===== config.mk =====
export PLATFORM = sky130hd
export DESIGN_NAME = sync_framed_packet_receiver
export DESIGN_NICKNAME = d
export VERILOG_FILES = /design/src/hdl/sfpr_pkg.sv /design/src/hdl/sfpr_ctrl.sv /design/src/hdl/sfpr_dp.sv /design/src/hdl/sync_framed_packet_receiver.sv
export SDC_FILE = /design/constraint.sdc
export NUM_CORES = 1
export LEC_CHECK = 0
export ABC_AREA = 1
export BUFFER_PORTS_ARGS = -buffer_cell sky130_fd_sc_hd__buf_2
export CELL_PAD_IN_SITES_DETAIL_PLACEMENT = 0
export CELL_PAD_IN_SITES_GLOBAL_PLACEMENT = 1
export CORE_ASPECT_RATIO = 0.6
export CORE_MARGIN = 2
export CORE_UTILIZATION = 35
export DETAILED_ROUTE_END_ITERATION = 6
export GPL_TIMING_DRIVEN = 0
export PLACE_DENSITY_LB_ADDON = 0.08
export SLEW_MARGIN = 30
export SYNTH_ARGS = -nofsm -noshare
export SYNTH_HDL_FRONTEND = slang
export SYNTH_SLANG_ARGS = --single-unit

===== constraint.sdc =====
create_clock -name i_clk -period 4.4 [get_ports i_clk]
set_clock_uncertainty 0.05 [all_clocks]
set_input_delay 0.22 -clock i_clk [delete_from_list [all_inputs] [get_ports i_clk]]
set_output_delay 0.22 -clock i_clk [all_outputs]
set_load 0.02 [all_outputs]

===== src/hdl/sfpr_pkg.sv =====
// Shared types and constants of the sync-framed packet receiver.
package sfpr_pkg;

    localparam int CFG_IDX_W = 8;
    localparam int CFG_DATA_W = 8;
    localparam int BYTE_W = 8;
    localparam int LEN_W = 6;
    localparam int IDX_W = 5;
    // compare width for lengths and fill counts (length register and depth fit in 7 bits)
    localparam int LEN_CMP_W = 7;

    localparam logic [CFG_IDX_W-1:0] REG_SYNC_FIRST = 8'd0;
    localparam logic [CFG_IDX_W-1:0] REG_SYNC_SECOND = 8'd1;
    localparam logic [CFG_IDX_W-1:0] REG_PAYLOAD_LENGTH = 8'd2;

    localparam logic [BYTE_W-1:0] SYNC_FIRST_RST = 8'h7B;
    localparam logic [BYTE_W-1:0] SYNC_SECOND_RST = 8'hEA;
    localparam logic [LEN_W-1:0] PAYLOAD_LENGTH_RST = 6'd20;

    typedef struct packed {
        logic frame_clr;
        logic store;
        logic rd_start;
        logic rd_issue;
        logic err_issue;
    } t_cmd;

    typedef struct packed {
        logic sync1_hit;
        logic sync2_hit;
        logic fill_done;
        logic sum_hit;
        logic rd_last;
        logic slot_free;
    } t_status;

endpackage


===== src/hdl/sfpr_ctrl.sv =====
// Frame controller: hunt, sync check, payload fill, checksum and result sequencing.
module sfpr_ctrl (
    input  logic              i_clk,
    input  logic              i_rst_n,
    input  logic              i_valid,
    output logic              o_ready,
    input  sfpr_pkg::t_status i_status,
    output sfpr_pkg::t_cmd    o_cmd
);

    localparam logic [2:0] ST_HUNT  = 3'd0;
    localparam logic [2:0] ST_SYNC1 = 3'd1;
    localparam logic [2:0] ST_FILL  = 3'd2;
    localparam logic [2:0] ST_CHECK = 3'd3;
    localparam logic [2:0] ST_EMIT  = 3'd4;
    localparam logic [2:0] ST_ERR   = 3'd5;

    logic [2:0] r_state;
    logic [2:0] n_state;
    logic       accept;

    // receive states take bytes; emit states hold input off
    assign o_ready = ~r_state[2];
    assign accept  = i_valid & o_ready;

    always_comb begin
        n_state = r_state;
        o_cmd   = '0;
        unique case (r_state)
            ST_HUNT: begin
                if (accept && i_status.sync1_hit) n_state = ST_SYNC1;
            end
            ST_SYNC1: begin
                if (accept) begin
                    if (i_status.sync2_hit) begin
                        o_cmd.frame_clr = 1'b1;
                        n_state = ST_FILL;
                    end else begin
                        n_state = ST_HUNT;
                    end
                end
            end
            ST_FILL: begin
                if (accept) begin
                    o_cmd.store = 1'b1;
                    if (i_status.fill_done) n_state = ST_CHECK;
                end
            end
            ST_CHECK: begin
                if (accept) begin
                    if (i_status.sum_hit) begin
                        o_cmd.rd_start = 1'b1;
                        n_state = ST_EMIT;
                    end else begin
                        n_state = ST_ERR;
                    end
                end
            end
            ST_EMIT: begin
                if (i_status.slot_free) begin
                    o_cmd.rd_issue = 1'b1;
                    if (i_status.rd_last) n_state = ST_HUNT;
                end
            end
            ST_ERR: begin
                if (i_status.slot_free) begin
                    o_cmd.err_issue = 1'b1;
                    n_state = ST_HUNT;
                end
            end
            default: begin
                n_state = ST_HUNT;
            end
        endcase
    end

    always_ff @(posedge i_clk) begin
        if (!i_rst_n) begin
            r_state <= ST_HUNT;
        end else begin
            r_state <= n_state;
        end
    end

endmodule


===== src/hdl/sfpr_dp.sv =====
// Datapath: config registers, checksum, payload buffer and two-stage result pipeline.
module sfpr_dp #(
    parameter int MAX_PAYLOAD = 32
) (
    input  logic                                 i_clk,
    input  logic                                 i_rst_n,
    input  logic                                 i_cfg_valid,
    input  logic [sfpr_pkg::CFG_IDX_W-1:0]       i_cfg_index,
    input  logic [sfpr_pkg::CFG_DATA_W-1:0]      i_cfg_data,
    input  logic [sfpr_pkg::BYTE_W-1:0]          i_rx_byte,
    input  sfpr_pkg::t_cmd                       i_cmd,
    output sfpr_pkg::t_status                    o_status,
    input  logic                                 i_ready,
    output logic                                 o_valid,
    output logic                                 o_frame_error,
    output logic [sfpr_pkg::BYTE_W-1:0]          o_payload_byte,
    output logic [sfpr_pkg::IDX_W-1:0]           o_byte_index,
    output logic                                 o_last
);

    localparam int FW = $clog2(MAX_PAYLOAD + 1);
    localparam int AW = (MAX_PAYLOAD > 1) ? $clog2(MAX_PAYLOAD) : 1;
    localparam logic [sfpr_pkg::LEN_CMP_W-1:0] MAX_CMP = sfpr_pkg::LEN_CMP_W'(MAX_PAYLOAD);

    logic [sfpr_pkg::BYTE_W-1:0] r_sync1;
    logic [sfpr_pkg::BYTE_W-1:0] r_sync2;
    logic [sfpr_pkg::LEN_W-1:0]  r_len;
    logic [sfpr_pkg::BYTE_W-1:0] r_sum;
    logic [FW-1:0]               r_fill;
    logic [FW-1:0]               r_rd_idx;
    logic [sfpr_pkg::BYTE_W-1:0] r_mem [MAX_PAYLOAD];

    logic                        r_pend;
    logic                        r_p_err;
    logic [sfpr_pkg::BYTE_W-1:0] r_p_byte;
    logic [sfpr_pkg::IDX_W-1:0]  r_p_idx;
    logic                        r_p_last;

    logic                        r_ov;
    logic                        r_o_err;
    logic [sfpr_pkg::BYTE_W-1:0] r_o_byte;
    logic [sfpr_pkg::IDX_W-1:0]  r_o_idx;
    logic                        r_o_last;

    logic [sfpr_pkg::LEN_CMP_W-1:0] eff_len;
    logic [sfpr_pkg::LEN_CMP_W-1:0] len_ext;
    logic                           fill_room;
    logic [FW-1:0]                  fill_next;
    logic [FW-1:0]                  rd_next;
    logic                           load;
    logic                           issue;

    assign len_ext = sfpr_pkg::LEN_CMP_W'(r_len);

    // clamp length to 1..MAX_PAYLOAD
    always_comb begin
        if (r_len == '0) begin
            eff_len = sfpr_pkg::LEN_CMP_W'(1);
        end else if (len_ext > MAX_CMP) begin
            eff_len = MAX_CMP;
        end else begin
            eff_len = len_ext;
        end
    end

    assign fill_room = sfpr_pkg::LEN_CMP_W'(r_fill) < MAX_CMP;
    assign fill_next = fill_room ? FW'(r_fill + 1'b1) : r_fill;
    assign rd_next   = FW'(r_rd_idx + 1'b1);

    assign load  = r_pend & (~r_ov | i_ready);
    assign issue = i_cmd.rd_issue | i_cmd.err_issue;

    assign o_status.sync1_hit = (i_rx_byte == r_sync1);
    assign o_status.sync2_hit = (i_rx_byte == r_sync2);
    assign o_status.fill_done = (sfpr_pkg::LEN_CMP_W'(fill_next) >= eff_len);
    assign o_status.sum_hit   = (i_rx_byte == r_sum);
    assign o_status.rd_last   = (rd_next == r_fill);
    assign o_status.slot_free = ~r_pend | load;

    // config writes
    always_ff @(posedge i_clk) begin
        if (!i_rst_n) begin
            r_sync1 <= sfpr_pkg::SYNC_FIRST_RST;
            r_sync2 <= sfpr_pkg::SYNC_SECOND_RST;
            r_len   <= sfpr_pkg::PAYLOAD_LENGTH_RST;
        end else if (i_cfg_valid) begin
            unique case (i_cfg_index)
                sfpr_pkg::REG_SYNC_FIRST:     r_sync1 <= i_cfg_data;
                sfpr_pkg::REG_SYNC_SECOND:    r_sync2 <= i_cfg_data;
                sfpr_pkg::REG_PAYLOAD_LENGTH: r_len   <= i_cfg_data[sfpr_pkg::LEN_W-1:0];
                default: ;
            endcase
        end
    end

    // running sum, fill count and read pointer
    always_ff @(posedge i_clk) begin
        if (!i_rst_n) begin
            r_sum    <= '0;
            r_fill   <= '0;
            r_rd_idx <= '0;
        end else begin
            if (i_cmd.frame_clr) begin
                r_sum  <= '0;
                r_fill <= '0;
            end else if (i_cmd.store) begin
                r_sum  <= r_sum + i_rx_byte;
                r_fill <= fill_next;
            end
            if (i_cmd.rd_start) begin
                r_rd_idx <= '0;
            end else if (i_cmd.rd_issue) begin
                r_rd_idx <= rd_next;
            end
        end
    end

    always_ff @(posedge i_clk) begin
        if (i_cmd.store && fill_room) begin
            r_mem[r_fill[AW-1:0]] <= i_rx_byte;
        end
    end

    // read stage: registered buffer read or error result
    always_ff @(posedge i_clk) begin
        if (i_cmd.rd_issue) begin
            r_p_byte <= r_mem[r_rd_idx[AW-1:0]];
            r_p_err  <= 1'b0;
            r_p_idx  <= sfpr_pkg::IDX_W'(r_rd_idx);
            r_p_last <= o_status.rd_last;
        end else if (i_cmd.err_issue) begin
            r_p_byte <= '0;
            r_p_err  <= 1'b1;
            r_p_idx  <= '0;
            r_p_last <= 1'b1;
        end
    end

    always_ff @(posedge i_clk) begin
        if (load) begin
            r_o_err  <= r_p_err;
            r_o_byte <= r_p_byte;
            r_o_idx  <= r_p_idx;
            r_o_last <= r_p_last;
        end
    end

    always_ff @(posedge i_clk) begin
        if (!i_rst_n) begin
            r_pend <= 1'b0;
            r_ov   <= 1'b0;
        end else begin
            if (issue) begin
                r_pend <= 1'b1;
            end else if (load) begin
                r_pend <= 1'b0;
            end
            if (load) begin
                r_ov <= 1'b1;
            end else if (i_ready) begin
                r_ov <= 1'b0;
            end
        end
    end

    assign o_valid        = r_ov;
    assign o_frame_error  = r_o_err;
    assign o_payload_byte = r_o_byte;
    assign o_byte_index   = r_o_idx;
    assign o_last         = r_o_last;

endmodule


===== src/hdl/sync_framed_packet_receiver.sv =====
// Top level of the sync-framed packet receiver.
//
// Input channel (i_valid / o_ready / i_rx_byte) takes one received byte per request.
// The block hunts for the first sync byte, expects the second sync byte right after,
// then buffers payload_length bytes, clamped to 1..MAX_PAYLOAD, while summing them
// modulo 256. The next byte is the checksum. A match emits the buffered payload on the
// output channel (o_valid / i_ready), one request per byte with o_byte_index and o_last
// on the final byte; a mismatch emits a single request with o_frame_error set and
// o_last high. Throughput: one input byte per cycle while receiving. After the checksum
// is taken, input is held off while the payload bytes are issued from the buffer through
// its single read port, one per cycle while the output does not stall; an error result
// is issued once. Each result passes the buffer read stage, then the output register.
// A stalled receiver holds the output register and the read stage, and the controller
// waits; input stays held until all results of the frame are issued.
// Configuration port (i_cfg_valid / o_cfg_ready, i_cfg_index, i_cfg_data) is always
// ready: 0 first sync, 1 second sync, 2 payload length; other indexes are dropped.
// Synchronous active-low reset restores register defaults and starts hunting.
module sync_framed_packet_receiver #(
    parameter int MAX_PAYLOAD = 32
) (
    input  logic                            i_clk,
    input  logic                            i_rst_n,
    input  logic                            i_cfg_valid,
    output logic                            o_cfg_ready,
    input  logic [sfpr_pkg::CFG_IDX_W-1:0]  i_cfg_index,
    input  logic [sfpr_pkg::CFG_DATA_W-1:0] i_cfg_data,
    input  logic                            i_valid,
    output logic                            o_ready,
    input  logic [sfpr_pkg::BYTE_W-1:0]     i_rx_byte,
    output logic                            o_valid,
    input  logic                            i_ready,
    output logic                            o_frame_error,
    output logic [sfpr_pkg::BYTE_W-1:0]     o_payload_byte,
    output logic [sfpr_pkg::IDX_W-1:0]      o_byte_index,
    output logic                            o_last
);

    sfpr_pkg::t_cmd    cmd;
    sfpr_pkg::t_status status;

    // registers accept writes at any time
    assign o_cfg_ready = 1'b1;

    sfpr_ctrl u_ctrl (
        .i_clk    (i_clk),
        .i_rst_n  (i_rst_n),
        .i_valid  (i_valid),
        .o_ready  (o_ready),
        .i_status (status),
        .o_cmd    (cmd)
    );

    sfpr_dp #(
        .MAX_PAYLOAD (MAX_PAYLOAD)
    ) u_dp (
        .i_clk          (i_clk),
        .i_rst_n        (i_rst_n),
        .i_cfg_valid    (i_cfg_valid),
        .i_cfg_index    (i_cfg_index),
        .i_cfg_data     (i_cfg_data),
        .i_rx_byte      (i_rx_byte),
        .i_cmd          (cmd),
        .o_status       (status),
        .i_ready        (i_ready),
        .o_valid        (o_valid),
        .o_frame_error  (o_frame_error),
        .o_payload_byte (o_payload_byte),
        .o_byte_index   (o_byte_index),
        .o_last         (o_last)
    );

endmodule


==> flow_summary.html, run 1 <==
<table>
<tr><th>Metric</th><th>Value</th></tr>
<tr><th colspan="2">Yosys</th></tr>
<tr><td>Fraction of synthesized cell area in xor and xnor cells</td><td>0.738%</td></tr>
<tr><td>Synth unique cells</td><td>37</td></tr>
<tr><td>Synthesized netlist net count</td><td>1311</td></tr>
<tr><td>Mapped Cells</td><td>1263</td></tr>
<tr><td>Total standard cell area after synthesis</td><td>14200 um2</td></tr>
<tr><td>Main combinational cell family by area after synthesis</td><td>simple AND/OR/NAND/NOR gates</td></tr>
<tr><td>Simple-gate share of the synthesized area</td><td>13.8%</td></tr>
<tr><td>Compound-cell area share of the yosys netlist</td><td>11.6%</td></tr>
<tr><td>Portion of the post-synthesis area used by sequential elements</td><td>67.6%</td></tr>
<tr><td>Count of yosys warnings during synthesis</td><td>0</td></tr>
<tr><td>Post-Synth Adder-Cell Area</td><td>1.72%</td></tr>
<tr><td>Synth Register Bits</td><td>338</td></tr>
<tr><td>Mux share of post-synthesis cell area</td><td>0%</td></tr>
<tr><td>Avg Inst Size Synth</td><td>11.3 um2</td></tr>
<tr><th colspan="2">Global route</th></tr>
<tr><td>Global-route usage over all layers</td><td>22.0%</td></tr>
<tr><td>Vias in the first global route</td><td>9186</td></tr>
<tr><td>Largest net degree at the start of global routing</td><td>37</td></tr>
<tr><td>Initial antenna violation count</td><td>2</td></tr>
<tr><td>Most crowded layer after global routing</td><td>met1</td></tr>
<tr><td>Met1 track demand over resource</td><td>37.7%</td></tr>
<tr><td>Met3 Use GR</td><td>5.60%</td></tr>
<tr><td>Routing usage on met2</td><td>26.3%</td></tr>
<tr><td>Final global-route overflow total</td><td>0</td></tr>
<tr><td>Global-route wire length before repair</td><td>66.1 mm</td></tr>
<tr><th colspan="2">Setup path</th></tr>
<tr><td>Destination of the critical timing path</td><td>u_dp.r_mem[18][7]</td></tr>
<tr><td>FF-to-FF path depth</td><td>6</td></tr>
<tr><td>Worst reg2reg path endpoint</td><td>u_dp.r_mem[18][7]</td></tr>
<tr><td>FF-to-FF setup slack</td><td>1.49 ns</td></tr>
<tr><td>Data required time of the worst path</td><td>4.50 ns</td></tr>
<tr><td>Critical path launch point type</td><td>register</td></tr>
<tr><td>Data arrival time of the critical path</td><td>3.01 ns</td></tr>
<tr><td>Critical path startpoint</td><td>u_ctrl.r_state[1]</td></tr>
<tr><td>Crit Path Class</td><td>reg -&gt; reg</td></tr>
<tr><td>Highest fanout seen on the critical path</td><td>8</td></tr>
<tr><td>Reg-to-reg critical path startpoint</td><td>u_ctrl.r_state[1]</td></tr>
<tr><td>Sort of element at the end of the critical path</td><td>register</td></tr>
<tr><th colspan="2">Power and ir drop</th></tr>
<tr><td>Peak ir drop on the vdd network</td><td>0.240 mV</td></tr>
<tr><td>Proportion of power drawn by flip-flops and latches</td><td>45.7%</td></tr>
<tr><td>Proportion of power drawn by the clock network</td><td>36.6%</td></tr>
<tr><td>Combinational share of power</td><td>17.7%</td></tr>
<tr><td>PD cells</td><td>491 nW/um2</td></tr>
<tr><td>Power spent charging and discharging nets</td><td>2.39 mW</td></tr>
<tr><td>Internal Power</td><td>5.61 mW</td></tr>
<tr><td>Fraction of power spent switching nets</td><td>29.9%</td></tr>
<tr><td>Standby leakage power</td><td>5.76 nW</td></tr>
<tr><th colspan="2">CTS</th></tr>
<tr><td>Clock network latency to the later pin of the worst-skew pair</td><td>0.54 ns</td></tr>
<tr><td>CTS max path bufs</td><td>3</td></tr>
<tr><td>Cts hold-fix bufs</td><td>8</td></tr>
<tr><td>Number of clock sinks</td><td>338</td></tr>
<tr><td>Num CTS Buffers</td><td>34</td></tr>
<tr><td>Buffer count from post-CTS setup fixing</td><td>0</td></tr>
<tr><td>Number of gates resized after cts</td><td>0</td></tr>
<tr><td>Clock slew seen by the registers of the worst setup and hold paths</td><td>0.07 ns</td></tr>
<tr><td>CTS tree</td><td>yes</td></tr>
<tr><td>Number of H-tree levels</td><td>2</td></tr>
<tr><td>Buffer type at the clock tree root</td><td>sky130_fd_sc_hd__clkbuf_16</td></tr>
<tr><th colspan="2">Detailed routing</th></tr>
<tr><td>Remaining routing DRC violations</td><td>0</td></tr>
<tr><td>Total length of routed wires</td><td>46.6 mm</td></tr>
<tr><td>Routed WL per cell</td><td>24.4 um</td></tr>
<tr><td>Number of nets with antenna violations after detailed routing</td><td>0</td></tr>
<tr><td>Mean number of vias per cell</td><td>5.34</td></tr>
<tr><td>DR iter-0 viols</td><td>1222</td></tr>
<tr><td>Via count</td><td>10.2k</td></tr>
<tr><td>Pre-Repair DR Iteration Count</td><td>5</td></tr>
<tr><th colspan="2">Place</th></tr>
<tr><td>GP Congestion</td><td>0.846</td></tr>
<tr><td>Port Buf Inserts</td><td>44</td></tr>
<tr><td>Post-Place Worst Slack</td><td>1.47 ns</td></tr>
<tr><td>Post-place instance area</td><td>15100 um2</td></tr>
<tr><td>DP Wirelength</td><td>31.1 mm</td></tr>
<tr><th colspan="2">STA</th></tr>
<tr><td>Final setup slack of the worst path</td><td>1.49 ns</td></tr>
<tr><td>Final number of hold-violating endpoints</td><td>0</td></tr>
<tr><td>Final critical path time including I/O delays and setup</td><td>2.91 ns</td></tr>
<tr><td>Relative max-transition margin</td><td>34.3%</td></tr>
<tr><td>Max-slew violation count</td><td>0</td></tr>
<tr><td>Fmax achieved</td><td>0.344 GHz</td></tr>
<tr><td>Final Setup Violations</td><td>0</td></tr>
<tr><td>Worst-Margin Slew</td><td>0.981 ns</td></tr>
<tr><td>Worst-case hold slack</td><td>0.0175 ns</td></tr>
<tr><td>Total Neg Setup Slack</td><td>0 ns</td></tr>
<tr><td>Ratio of final minimum period to clock period</td><td>66.1%</td></tr>
<tr><td>Setup repair after global routing missed its margin</td><td>no</td></tr>
<tr><th colspan="2">Job</th></tr>
<tr><td>Max-cap violations</td><td>0</td></tr>
<tr><th colspan="2">Final layout</th></tr>
<tr><td>Post-route cell area</td><td>16300 um2</td></tr>
<tr><td>Final antenna diode count</td><td>0</td></tr>
<tr><td>Count of nets after finishing</td><td>1399</td></tr>
<tr><td>Fraction of final layout cells sized beyond drive strength 1</td><td>11.8%</td></tr>
<tr><td>Synthesis-to-layout area growth</td><td>14.4%</td></tr>
<tr><th colspan="2">Outcome</th></tr>
<tr><td>Status</td><td>finished, final reports clean</td></tr>
<tr><th colspan="2">Die</th></tr>
<tr><td>Die Wd</td><td>264 um</td></tr>
<tr><td>Number of rows created at floorplan</td><td>57</td></tr>
<tr><td>Total I/O pin count</td><td>47</td></tr>
<tr><td>Core Region</td><td>40300 um2</td></tr>
<tr><td>Starting Density</td><td>35.3%</td></tr>
<tr><td>Area enclosed by the die boundary</td><td>42400 um2</td></tr>
<tr><td>Vertical extent of the die</td><td>160 um</td></tr>
<tr><th colspan="2">Worst hold path</th></tr>
<tr><td>Hold Path Stages</td><td>3</td></tr>
<tr><td>Worst min path class</td><td>in -&gt; reg</td></tr>
</table>
## critical path, stage by stage (launching register included)
cell	delay [ns]
sky130_fd_sc_hd__dfxtp_1	0.45
sky130_fd_sc_hd__inv_1	0.12
sky130_fd_sc_hd__nor3_2	0.28
sky130_fd_sc_hd__nand2_2	0.15
sky130_fd_sc_hd__nor2_1	0.22
sky130_fd_sc_hd__nand2_1	0.41
sky130_fd_sc_hd__nor2_1	0.85
## power groups by stage
stage | sequential [mW] | combinational [mW] | clock [mW]
2_1_floorplan | 3.71 | 0.770 | 0
3_3_place_gp | 3.72 | 1.38 | 0
3_5_place_dp | 3.71 | 1.38 | 0
4_1_cts | 3.65 | 1.39 | 2.97
5_1_grt | 3.66 | 1.53 | 3.10
6_report | 3.66 | 1.42 | 2.93
## routing by layer
metal	vias up	part of all wire, %
li1	4696	-
met1	5087	54
met2	353	36
met3	43	8.6
met4	2	1.4
met5	-	0.028
## cell usage after synthesis
library cell	n	area, um2
sky130_fd_sc_hd__nand3_2	1	10.0
sky130_fd_sc_hd__nor2_4	2	22.5
sky130_fd_sc_hd__nand2_4	2	22.5
sky130_fd_sc_hd__o21ai_1	11	55.1
sky130_fd_sc_hd__a21o_1	1	7.51
sky130_fd_sc_hd__clkbuf_2	3	15.0
sky130_fd_sc_hd__ha_1	18	225
sky130_fd_sc_hd__inv_2	7	26.3
sky130_fd_sc_hd__nand2_1	131	492
sky130_fd_sc_hd__inv_1	68	255
sky130_fd_sc_hd__xnor2_1	4	35.0
sky130_fd_sc_hd__dfxtp_1	53	1060
sky130_fd_sc_hd__a211oi_1	2	15.0
sky130_fd_sc_hd__nor3_1	7	35.0
sky130_fd_sc_hd__a31oi_1	1	6.26
sky130_fd_sc_hd__a21oi_1	38	190
sky130_fd_sc_hd__buf_2	23	115
sky130_fd_sc_hd__o22ai_1	15	93.8
sky130_fd_sc_hd__buf_6	5	56.3
sky130_fd_sc_hd__buf_4	11	82.6
sky130_fd_sc_hd__nor3_2	3	30.0
sky130_fd_sc_hd__or2_2	4	25.0
sky130_fd_sc_hd__nand4_1	6	37.5
sky130_fd_sc_hd__o31ai_1	1	7.51
sky130_fd_sc_hd__edfxtp_1	285	8560
sky130_fd_sc_hd__o221ai_1	49	429
sky130_fd_sc_hd__conb_1	1	3.75
sky130_fd_sc_hd__nor2_2	2	12.5
sky130_fd_sc_hd__xor2_1	8	70.1
sky130_fd_sc_hd__nand3_1	74	370
sky130_fd_sc_hd__nand2_2	6	37.5
sky130_fd_sc_hd__o21ai_0	148	741
sky130_fd_sc_hd__o211ai_1	14	105
sky130_fd_sc_hd__clkinv_1	1	3.75
sky130_fd_sc_hd__fa_1	1	20.0
sky130_fd_sc_hd__nor2_1	233	875
sky130_fd_sc_hd__clkbuf_1	24	90.1
## how the worst min path moves through the flow
stage	start	endpoint	slack, ns
3_3_place_gp	u_dp.r_p_byte[1]	u_dp.o_payload_byte[1]	0.38
4_1_cts	i_cfg_data[3]	u_dp.r_len[3]	0.004
3_5_place_dp	u_dp.r_p_idx[2]	u_dp.o_byte_index[2]	0.36
5_1_grt	i_cfg_data[3]	u_dp.r_len[3]	0.03
6_report	i_cfg_data[3]	u_dp.r_len[3]	0.02
2_1_floorplan	i_rx_byte[0]	u_dp.r_mem[0][0]	0.27
## state kept, by name, summed over array words and instances, names as in the netlist, 3 cells and up, named ones only
register,flops
u_dp.o_payload_byte,8
u_dp.r_p_byte,8
u_dp.r_fill,6
u_dp.r_sync2,8
u_dp.r_p_idx,5
u_ctrl.r_state,3
u_dp.r_rd_idx,6
u_dp.r_sum,8
u_dp.r_len,6
u_dp.r_sync1,8
u_dp.r_mem,256
u_dp.o_byte_index,5
## cells by family after synthesis
kind of cell | after synthesis
simple gates | 471
flops | 338
compound gates | 280
buf+inv | 142
fa+ha+maj | 19
xor+xnor | 12
other cells | 1
## per-stage QoR
step / utilization (%) / total power, mW / instances
floorplan: - / 4.48 / 1263
CTS: 40.4 / 8.01 / 1907
global route: 40.4 / 8.30 / 1907
detailed placement: 37.5 / 5.09 / 1838
global placement: 37.5 / 5.10 / 1838
finish: 40.4 / 8.01 / 1907
## layout by cell type (no fill, tap or decap), types with 2 or more instances in the layout
cell and count:
sky130_fd_sc_hd__xnor2_1 4, sky130_fd_sc_hd__a211oi_1 2, sky130_fd_sc_hd__nor2_1 232, sky130_fd_sc_hd__dfxtp_1 53
sky130_fd_sc_hd__nor2_4 2, sky130_fd_sc_hd__inv_1 68, sky130_fd_sc_hd__a21oi_1 37, sky130_fd_sc_hd__clkbuf_1 31
sky130_fd_sc_hd__ha_1 18, sky130_fd_sc_hd__nor2_2 3, sky130_fd_sc_hd__nand2_4 2, sky130_fd_sc_hd__o21ai_0 148
sky130_fd_sc_hd__nand2_1 131, sky130_fd_sc_hd__o211ai_1 14, sky130_fd_sc_hd__nor3_1 7, sky130_fd_sc_hd__buf_6 5
sky130_fd_sc_hd__nand2_2 6, sky130_fd_sc_hd__xor2_1 8, sky130_fd_sc_hd__o221ai_1 49, sky130_fd_sc_hd__clkbuf_16 35
sky130_fd_sc_hd__or2_2 4, sky130_fd_sc_hd__clkinv_1 8, sky130_fd_sc_hd__clkbuf_2 3, sky130_fd_sc_hd__buf_2 67
sky130_fd_sc_hd__dlygate4sd3_1 8, sky130_fd_sc_hd__o22ai_1 15, sky130_fd_sc_hd__clkinv_4 2, sky130_fd_sc_hd__buf_4 11
sky130_fd_sc_hd__o21ai_1 11, sky130_fd_sc_hd__inv_2 7, sky130_fd_sc_hd__nand4_1 6, sky130_fd_sc_hd__clkinv_2 4
sky130_fd_sc_hd__bufinv_16 3, sky130_fd_sc_hd__edfxtp_1 285, sky130_fd_sc_hd__nor3_2 3, sky130_fd_sc_hd__nand3_1 74
## cell type report
type / count / area, um2
multi-input cells: 783 / 3980
inverters: 76 / 285
clock inverters: 18 / 170
fillers: 3876 / 24000
repair buffers: 52 / 300
well taps: 531 / 664
plain buffers: 66 / 359
flip-flops and latches: 338 / 9620
clock buffers: 43 / 916
(Power assumes the default switching activity.)
==> run 2: changes to the inputs <==
==> constraint.sdc (replaced) <==
create_clock -name i_clk -period 2.4 [get_ports i_clk]
set_clock_uncertainty 0.05 [all_clocks]
set_input_delay 0.12 -clock i_clk [delete_from_list [all_inputs] [get_ports i_clk]]
set_output_delay 0.12 -clock i_clk [all_outputs]
set_load 0.02 [all_outputs]
==> run 2 against run 1 <==
- the run now ends with negative setup slack left
- count of clock-buffer cells in the layout stayed put
- register-to-register slack worse by 1.5 ns
- sequential cell count stayed put
- largest cell class unchanged
- largest power group unchanged
- highest routed layer is now met4
==> flow_summary.html, run 2 (synthesis results as in run 1) <==
<table>
<tr><th>Metric</th><th>Value</th></tr>
<tr><th colspan="2">Final layout</th></tr>
<tr><td>Count of non-filler cells in the finished layout</td><td>1943 (was 1907)</td></tr>
<tr><td>Number of inserted filler cells in the final layout</td><td>3796 (was 3876)</td></tr>
<tr><td>Highest-count cells in the layout ignoring fill and taps</td><td>sky130_fd_sc_hd__edfxtp_1, sky130_fd_sc_hd__nor2_1, sky130_fd_sc_hd__o21ai_0 (unchanged)</td></tr>
<tr><td>Count of nets after finishing</td><td>1433 (was 1399)</td></tr>
<tr><td>Utilization of the core after routing</td><td>43.0% (was 40.4%)</td></tr>
<tr><td>Post-route cell area</td><td>17300 um2 (was 16300 um2)</td></tr>
<tr><td>Combined area of the multi-input logic cells</td><td>4430 um2 (was 3980 um2)</td></tr>
<tr><td>Fraction of final layout cells sized beyond drive strength 1</td><td>20.2% (was 11.8%)</td></tr>
<tr><td>Register area</td><td>9630 um2 (was 9620 um2)</td></tr>
<tr><td>Synthesis-to-layout area growth</td><td>21.7% (was 14.4%)</td></tr>
<tr><td>Most frequent standard cell in the layout excluding fill and tap cells</td><td>sky130_fd_sc_hd__edfxtp_1 (unchanged)</td></tr>
<tr><td>Max FFs per register</td><td>256 (unchanged)</td></tr>
<tr><th colspan="2">Setup path</th></tr>
<tr><td>Data required time of the worst path</td><td>2.63 ns (was 4.50 ns)</td></tr>
<tr><td>Cell at the slowest stage of the critical path</td><td>sky130_fd_sc_hd__dfxtp_1 (was sky130_fd_sc_hd__nor2_1)</td></tr>
<tr><td>Cell repeated most along the worst path</td><td>sky130_fd_sc_hd__nand3_1 (was sky130_fd_sc_hd__nor2_1)</td></tr>
<tr><td>Sort of element at the end of the critical path</td><td>register (unchanged)</td></tr>
<tr><td>Critical path launch point type</td><td>register (unchanged)</td></tr>
<tr><td>Highest fanout seen on the critical path</td><td>10 (was 8)</td></tr>
<tr><td>Crit Path Class</td><td>reg -&gt; reg (unchanged)</td></tr>
<tr><td>CP cell instances</td><td>buf_4 &gt; clkbuf_4 &gt; o21ai_0 &gt; o221ai_1 &gt; nand3_1 &gt; nand3_1 &gt; nand2_1 &gt; nor2_1 (was inv_1 &gt; nor3_2 &gt; nand2_2 &gt; nor2_1 &gt; nand2_1 &gt; nor2_1)</td></tr>
<tr><td>Data arrival time of the critical path</td><td>2.66 ns (was 3.01 ns)</td></tr>
<tr><td>Crit-path max cell delay</td><td>0.47 ns (was 0.85 ns)</td></tr>
<tr><th colspan="2">Die</th></tr>
<tr><td>Vertical extent of the die</td><td>160 um (unchanged)</td></tr>
<tr><td>Starting Density</td><td>35.3% (unchanged)</td></tr>
<tr><td>Number of rows created at floorplan</td><td>57 (unchanged)</td></tr>
<tr><td>Total I/O pin count</td><td>47 (unchanged)</td></tr>
<tr><td>Die Wd</td><td>264 um (unchanged)</td></tr>
<tr><td>Area enclosed by the die boundary</td><td>42400 um2 (unchanged)</td></tr>
<tr><td>Core Region</td><td>40300 um2 (unchanged)</td></tr>
<tr><th colspan="2">Place</th></tr>
<tr><td>DP Wirelength</td><td>31.1 mm (unchanged)</td></tr>
<tr><td>Post-Place Worst Slack</td><td>-0.533 ns (was 1.47 ns)</td></tr>
<tr><td>GP Congestion</td><td>0.846 (unchanged)</td></tr>
<tr><td>Number of cells after detailed placement</td><td>1838 (unchanged)</td></tr>
<tr><td>Port Buf Inserts</td><td>44 (unchanged)</td></tr>
<tr><td>Post-place instance area</td><td>15100 um2 (unchanged)</td></tr>
<tr><th colspan="2">Power and ir drop</th></tr>
<tr><td>Peak ir drop on the vdd network</td><td>0.440 mV (was 0.240 mV)</td></tr>
<tr><td>Proportion of power drawn by the clock network</td><td>36.2% (was 36.6%)</td></tr>
<tr><td>Standby leakage power</td><td>6.15 nW (was 5.76 nW)</td></tr>
<tr><td>PD cells</td><td>855 nW/um2 (was 491 nW/um2)</td></tr>
<tr><td>Power spent charging and discharging nets</td><td>4.45 mW (was 2.39 mW)</td></tr>
<tr><td>Combinational share of power</td><td>18.5% (was 17.7%)</td></tr>
<tr><td>Fraction of power spent switching nets</td><td>30.0% (was 29.9%)</td></tr>
<tr><td>Proportion of power drawn by flip-flops and latches</td><td>45.3% (was 45.7%)</td></tr>
<tr><td>Total power</td><td>14.8 mW (was 8.01 mW)</td></tr>
<tr><td>Internal Power</td><td>10.4 mW (was 5.61 mW)</td></tr>
<tr><th colspan="2">STA</th></tr>
<tr><td>Final setup slack of the worst path</td><td>-0.0325 ns (was 1.49 ns)</td></tr>
<tr><td>Final number of hold-violating endpoints</td><td>0 (unchanged)</td></tr>
<tr><td>Relative max-transition margin</td><td>36.5% (was 34.3%)</td></tr>
<tr><td>Final critical path time including I/O delays and setup</td><td>2.43 ns (was 2.91 ns)</td></tr>
<tr><td>Fmax achieved</td><td>0.411 GHz (was 0.344 GHz)</td></tr>
<tr><td>Total Neg Setup Slack</td><td>-0.0325 ns (was 0 ns)</td></tr>
<tr><td>Max-slew violation count</td><td>0 (unchanged)</td></tr>
<tr><td>Ratio of final minimum period to clock period</td><td>101% (was 66.1%)</td></tr>
<tr><td>Worst-case hold slack</td><td>0.0620 ns (was 0.0175 ns)</td></tr>
<tr><td>Setup repair after global routing missed its margin</td><td>yes (was no)</td></tr>
<tr><td>Worst-Margin Slew</td><td>0.952 ns (was 0.981 ns)</td></tr>
<tr><td>Final Setup Violations</td><td>1 (was 0)</td></tr>
<tr><th colspan="2">CTS</th></tr>
<tr><td>Buffer type at the clock tree root</td><td>sky130_fd_sc_hd__clkbuf_16 (unchanged)</td></tr>
<tr><td>Clock slew seen by the registers of the worst setup and hold paths</td><td>0.06 ns (was 0.07 ns)</td></tr>
<tr><td>Number of clock sinks</td><td>338 (unchanged)</td></tr>
<tr><td>Clock network latency to the later pin of the worst-skew pair</td><td>0.53 ns (was 0.54 ns)</td></tr>
<tr><td>CTS tree</td><td>yes (unchanged)</td></tr>
<tr><td>Number of H-tree levels</td><td>2 (unchanged)</td></tr>
<tr><td>Num CTS Buffers</td><td>34 (unchanged)</td></tr>
<tr><td>CTS max path bufs</td><td>3 (unchanged)</td></tr>
<tr><th colspan="2">Global route</th></tr>
<tr><td>Global-route wire length before repair</td><td>66.5 mm (was 66.1 mm)</td></tr>
<tr><td>Vias in the first global route</td><td>9229 (was 9186)</td></tr>
<tr><td>Initial antenna violation count</td><td>2 (unchanged)</td></tr>
<tr><td>Final global-route overflow total</td><td>0 (unchanged)</td></tr>
<tr><td>Global-route usage over all layers</td><td>22.1% (was 22.0%)</td></tr>
<tr><td>Largest net degree at the start of global routing</td><td>37 (unchanged)</td></tr>
<tr><th colspan="2">Worst hold path</th></tr>
<tr><td>Worst min path class</td><td>in -&gt; reg (unchanged)</td></tr>
<tr><th colspan="2">Detailed routing</th></tr>
<tr><td>Via count</td><td>10.4k (was 10.2k)</td></tr>
<tr><td>Pre-Repair DR Iteration Count</td><td>5 (unchanged)</td></tr>
<tr><td>Mean number of vias per cell</td><td>5.33 (was 5.34)</td></tr>
<tr><td>Remaining routing DRC violations</td><td>0 (unchanged)</td></tr>
<tr><td>DR iter-0 viols</td><td>1282 (was 1222)</td></tr>
<tr><td>Number of nets with antenna violations after detailed routing</td><td>0 (unchanged)</td></tr>
<tr><td>Total length of routed wires</td><td>47.2 mm (was 46.6 mm)</td></tr>
<tr><td>Routed WL per cell</td><td>24.3 um (was 24.4 um)</td></tr>
<tr><th colspan="2">Outcome</th></tr>
<tr><td>Status</td><td>finished, violations left (was finished, final reports clean)</td></tr>
<tr><td>Failing checks</td><td>negative setup slack</td></tr>
<tr><th colspan="2">Job</th></tr>
<tr><td>Max-cap violations</td><td>0 (unchanged)</td></tr>
</table>
## run 2: worst max-delay path: cells and delay by family, from the launching register on
kind            cells  cell delay (ns)
simple gates        4             0.81
buf+inv             2             0.51
flops               1             0.47
compound gates      2             0.34
## run 2: what timing repair did
item                                   CTS  global route
setup endpoints to repair              267           277
hold buffers                            10             0
pin swaps                                5            32
setup buffers                            6            26
endpoints found under the hold margin   24             0
cloned                                   0             0
gates resized for setup                103            58
## run 2: power by group through the flow
stage	clock network, mW	logic, mW	registers, mW
2_1_floorplan	0	1.41	6.80
3_3_place_gp	0	2.53	6.82
3_5_place_dp	0	2.53	6.81
4_1_cts	5.45	2.60	6.70
5_1_grt	5.68	2.96	6.72
6_report	5.37	2.74	6.71
## run 2: final timing paths
kind                      end  slack, ns  depth (start not counted)           from
max          u_dp.r_p_byte[7]      -0.03                          8       register
min             u_dp.r_len[0]       0.06                          3    i_cfg_valid
max reg2reg  u_dp.r_p_byte[7]      -0.03                          8       register
min reg2reg       u_dp.o_last       0.39                          0  u_dp.r_p_last
## run 2: layout make-up
type | instances | area share (%)
inverter | 76 | 1.73
tap | 531 | 3.84
sequential | 338 | 55.6
timing repair buffer | 86 | 4.61
multi-input combinational | 783 | 25.6
clock buffer | 43 | 5.29
buffer | 66 | 2.35
clock inverter | 18 | 0.982
antenna | 2 | 0.0289
## run 2: metal layers
layer  share of wire, %  track usage [%]  up-vias
met1                 54             38.3     5189
met3                8.1             4.98       38
met4                1.2             4.34        0
li1                   -                -     4770
met2                 37             26.7      353
met5                  0                0        -
==> run 3: changes to the inputs <==
==> constraint.sdc (replaced) <==
create_clock -name i_clk -period 2.4 [get_ports i_clk]
set_clock_uncertainty 0.05 [all_clocks]
set_input_delay 0.48 -clock i_clk [delete_from_list [all_inputs] [get_ports i_clk]]
set_output_delay 0.48 -clock i_clk [all_outputs]
set_load 0.02 [all_outputs]
==> run 3 against run 2 <==
- the run still ends with negative setup slack left
- setup slack better by 0.028 ns
- core utilization shrank 0.18 points
- register-to-register slack improved by 0.03 ns
- combinational power hardly changed
- critical path type unchanged
- largest power group unchanged
==> flow_summary.html, run 3 (synthesis results as in run 1) <==
<table>
<tr><th>Metric</th><th>Value</th></tr>
<tr><th colspan="2">Setup path</th></tr>
<tr><td>FF-to-FF setup slack</td><td>-0.004 ns (was -0.03 ns)</td></tr>
<tr><td>Destination of the critical timing path</td><td>u_dp.r_p_byte[7] (unchanged)</td></tr>
<tr><td>Count of buffering cells on the critical path with inverters included</td><td>2 (unchanged)</td></tr>
<tr><td>Highest fanout seen on the critical path</td><td>10 (unchanged)</td></tr>
<tr><td>FF-to-FF path depth</td><td>8 (unchanged)</td></tr>
<tr><td>Data required time of the worst path</td><td>2.63 ns (about the same)</td></tr>
<tr><td>Data arrival time of the critical path</td><td>2.63 ns (was 2.66 ns)</td></tr>
<tr><td>Cell repeated most along the worst path</td><td>sky130_fd_sc_hd__nand3_1 (unchanged)</td></tr>
<tr><td>Sort of element at the end of the critical path</td><td>register (unchanged)</td></tr>
<tr><td>Cell at the slowest stage of the critical path</td><td>sky130_fd_sc_hd__dfxtp_1 (unchanged)</td></tr>
<tr><td>Critical path launch point type</td><td>register (unchanged)</td></tr>
<tr><td>Total stage count of the critical path</td><td>8 (unchanged)</td></tr>
<tr><td>Crit-path max cell delay</td><td>0.46 ns (was 0.47 ns)</td></tr>
<tr><td>Crit Path Class</td><td>reg -&gt; reg (unchanged)</td></tr>
<tr><td>CP cell instances</td><td>buf_4 &gt; clkbuf_4 &gt; o21ai_0 &gt; o221ai_1 &gt; nand3_1 &gt; nand3_1 &gt; nand2_1 &gt; nor2_1 (unchanged)</td></tr>
<tr><td>Critical path's top delay family</td><td>simple AND/OR/NAND/NOR gates (unchanged)</td></tr>
<tr><td>Worst reg2reg path endpoint</td><td>u_dp.r_p_byte[7] (unchanged)</td></tr>
<tr><th colspan="2">STA</th></tr>
<tr><td>Max-slew violation count</td><td>0 (unchanged)</td></tr>
<tr><td>Fmax achieved</td><td>0.416 GHz (was 0.411 GHz)</td></tr>
<tr><td>Worst-Margin Slew</td><td>0.945 ns (was 0.952 ns)</td></tr>
<tr><td>Ratio of final minimum period to clock period</td><td>100% (was 101%)</td></tr>
<tr><td>Setup repair after global routing missed its margin</td><td>yes (unchanged)</td></tr>
<tr><td>Final critical path time including I/O delays and setup</td><td>2.40 ns (was 2.43 ns)</td></tr>
<tr><td>Final Setup Violations</td><td>1 (unchanged)</td></tr>
<tr><td>Total Neg Setup Slack</td><td>-0.00413 ns (was -0.0325 ns)</td></tr>
<tr><td>Final setup slack of the worst path</td><td>-0.00413 ns (was -0.0325 ns)</td></tr>
<tr><td>Final number of hold-violating endpoints</td><td>0 (unchanged)</td></tr>
<tr><td>Relative max-transition margin</td><td>37.0% (was 36.5%)</td></tr>
<tr><th colspan="2">Power and ir drop</th></tr>
<tr><td>Peak ir drop on the vdd network</td><td>0.440 mV (about the same)</td></tr>
<tr><td>Standby leakage power</td><td>6.12 nW (was 6.15 nW)</td></tr>
<tr><td>PD cells</td><td>857 nW/um2 (was 855 nW/um2)</td></tr>
<tr><th colspan="2">Place</th></tr>
<tr><td>DP Wirelength</td><td>31.1 mm (unchanged)</td></tr>
<tr><td>Port Buf Inserts</td><td>44 (unchanged)</td></tr>
<tr><td>GP Congestion</td><td>0.846 (unchanged)</td></tr>
<tr><td>Post-Place Worst Slack</td><td>-0.583 ns (was -0.533 ns)</td></tr>
<tr><th colspan="2">Detailed routing</th></tr>
<tr><td>Routed WL per cell</td><td>24.3 um (about the same)</td></tr>
<tr><td>Number of nets with antenna violations after detailed routing</td><td>0 (unchanged)</td></tr>
<tr><td>Mean number of vias per cell</td><td>5.33 (about the same)</td></tr>
<tr><td>Total length of routed wires</td><td>47.1 mm (was 47.2 mm)</td></tr>
<tr><td>Pre-Repair DR Iteration Count</td><td>5 (unchanged)</td></tr>
<tr><td>Via count</td><td>10.3k (was 10.4k)</td></tr>
<tr><td>DR iter-0 viols</td><td>1227 (was 1282)</td></tr>
<tr><td>Remaining routing DRC violations</td><td>0 (unchanged)</td></tr>
<tr><th colspan="2">Global route</th></tr>
<tr><td>Global-route wire length before repair</td><td>66.4 mm (was 66.5 mm)</td></tr>
<tr><td>Initial antenna violation count</td><td>3 (was 2)</td></tr>
<tr><td>Global-route usage over all layers</td><td>22.1% (about the same)</td></tr>
<tr><td>Largest net degree at the start of global routing</td><td>37 (unchanged)</td></tr>
<tr><td>Vias in the first global route</td><td>9197 (was 9229)</td></tr>
<tr><td>Final global-route overflow total</td><td>0 (unchanged)</td></tr>
<tr><th colspan="2">Die</th></tr>
<tr><td>Vertical extent of the die</td><td>160 um (unchanged)</td></tr>
<tr><td>Number of rows created at floorplan</td><td>57 (unchanged)</td></tr>
<tr><td>Total I/O pin count</td><td>47 (unchanged)</td></tr>
<tr><td>Area enclosed by the die boundary</td><td>42400 um2 (unchanged)</td></tr>
<tr><td>Die Wd</td><td>264 um (unchanged)</td></tr>
<tr><td>Starting Density</td><td>35.3% (unchanged)</td></tr>
<tr><td>Core Region</td><td>40300 um2 (unchanged)</td></tr>
<tr><th colspan="2">Final layout</th></tr>
<tr><td>Count of nets after finishing</td><td>1425 (was 1433)</td></tr>
<tr><td>Utilization of the core after routing</td><td>42.8% (was 43.0%)</td></tr>
<tr><td>Synthesis-to-layout area growth</td><td>21.1% (was 21.7%)</td></tr>
<tr><td>Number of inserted filler cells in the final layout</td><td>3800 (was 3796)</td></tr>
<tr><td>Highest-count cells in the layout ignoring fill and taps</td><td>sky130_fd_sc_hd__edfxtp_1, sky130_fd_sc_hd__nor2_1, sky130_fd_sc_hd__o21ai_0 (unchanged)</td></tr>
<tr><td>Most frequent standard cell in the layout excluding fill and tap cells</td><td>sky130_fd_sc_hd__edfxtp_1 (unchanged)</td></tr>
<tr><td>Max FFs per register</td><td>256 (unchanged)</td></tr>
<tr><td>Fraction of final layout cells sized beyond drive strength 1</td><td>20.3% (was 20.2%)</td></tr>
<tr><th colspan="2">CTS</th></tr>
<tr><td>Num CTS Buffers</td><td>34 (unchanged)</td></tr>
<tr><td>Clock network latency to the later pin of the worst-skew pair</td><td>0.53 ns (about the same)</td></tr>
<tr><td>Cts hold-fix bufs</td><td>0 (was 10)</td></tr>
<tr><td>CTS tree</td><td>yes (unchanged)</td></tr>
<tr><td>CTS max path bufs</td><td>3 (unchanged)</td></tr>
<tr><td>Clock slew seen by the registers of the worst setup and hold paths</td><td>0.06 ns (about the same)</td></tr>
<tr><td>Buffer type at the clock tree root</td><td>sky130_fd_sc_hd__clkbuf_16 (unchanged)</td></tr>
<tr><td>Number of H-tree levels</td><td>2 (unchanged)</td></tr>
<tr><td>Number of clock sinks</td><td>338 (unchanged)</td></tr>
<tr><th colspan="2">Job</th></tr>
<tr><td>Max-cap violations</td><td>0 (unchanged)</td></tr>
<tr><th colspan="2">Outcome</th></tr>
<tr><td>Status</td><td>finished, violations left (unchanged)</td></tr>
<tr><td>Failing checks</td><td>negative setup slack (unchanged)</td></tr>
<tr><th colspan="2">Worst hold path</th></tr>
<tr><td>Worst min path class</td><td>in -&gt; reg (unchanged)</td></tr>
</table>
run 3: cell types whose count changed in the layout (fill, tap and decap cells not counted), sizes merged:
cell         before  now
clkbuf           72   73
dlygate4sd3      10    0
buf             113  114
run 3: layout make-up:
class	instances	area, um2	area share [%]
timing repair buffer	78	743	4.31
buffer	66	407	2.36
multi-input combinational	783	4410	25.6
tap	531	664	3.85
inverter	76	299	1.73
clock buffer	43	916	5.31
antenna	2	5.00	0.0290
clock inverter	18	170	0.987
sequential	338	9630	55.8
run 3: worst min-delay path by stage:
stage	start	endpoint	cells past startpoint
floorplan	u_dp.r_p_idx[0]	u_dp.o_byte_index[0]	0
global placement	u_dp.r_p_byte[1]	u_dp.o_payload_byte[1]	0
detailed placement	u_dp.r_p_idx[2]	u_dp.o_byte_index[2]	0
CTS	i_cfg_data[6]	u_dp.r_sync2[6]	3
global route	i_cfg_data[6]	u_dp.r_sync2[6]	3
finish	i_cfg_data[6]	u_dp.r_sync2[6]	3
run 3: worst min-delay path, cell delays in order:
cell,delay [ns]
sky130_fd_sc_hd__buf_2,0.09
sky130_fd_sc_hd__nand2_1,0.05
sky130_fd_sc_hd__nand3_1,0.06
run 3: per-stage QoR:
step	hold WS [ns]	cell area, um2	total power, mW	std cells
final	0.143	17200	14.8	1935
after global routing	0.142	17200	15.3	1933
after detailed placement	0.355	15100	9.34	1838
after CTS	0.119	16600	14.7	1905
after global placement	0.380	15100	9.35	1838
after floorplan	0.350	14200	8.21	1263
run 3: per-layer routing:
metal / GRT usage [%] / vias to the layer above / wire, um
li1: - / 4744 / -
met4: 4.34 / 0 / 587
met1: 38.0 / 5165 / 25300
met5: 0 / - / 0
met3: 5.35 / 39 / 4020
met2: 26.6 / 372 / 17200
run 3: timing repair:
item,4_1_cts,5_1_grt
resized for setup,104,55
setup endpoints to repair,268,278
buffers inserted,6,28
pin swaps,5,30
endpoints found under the hold margin,0,0
run 3: power by group:
group	internal, mW	switching (mW)	total (mW)
logic	0.731	1.99	2.72
clock network	3.04	2.33	5.37
registers	6.58	0.123	6.70
total	10.4	4.44	14.8
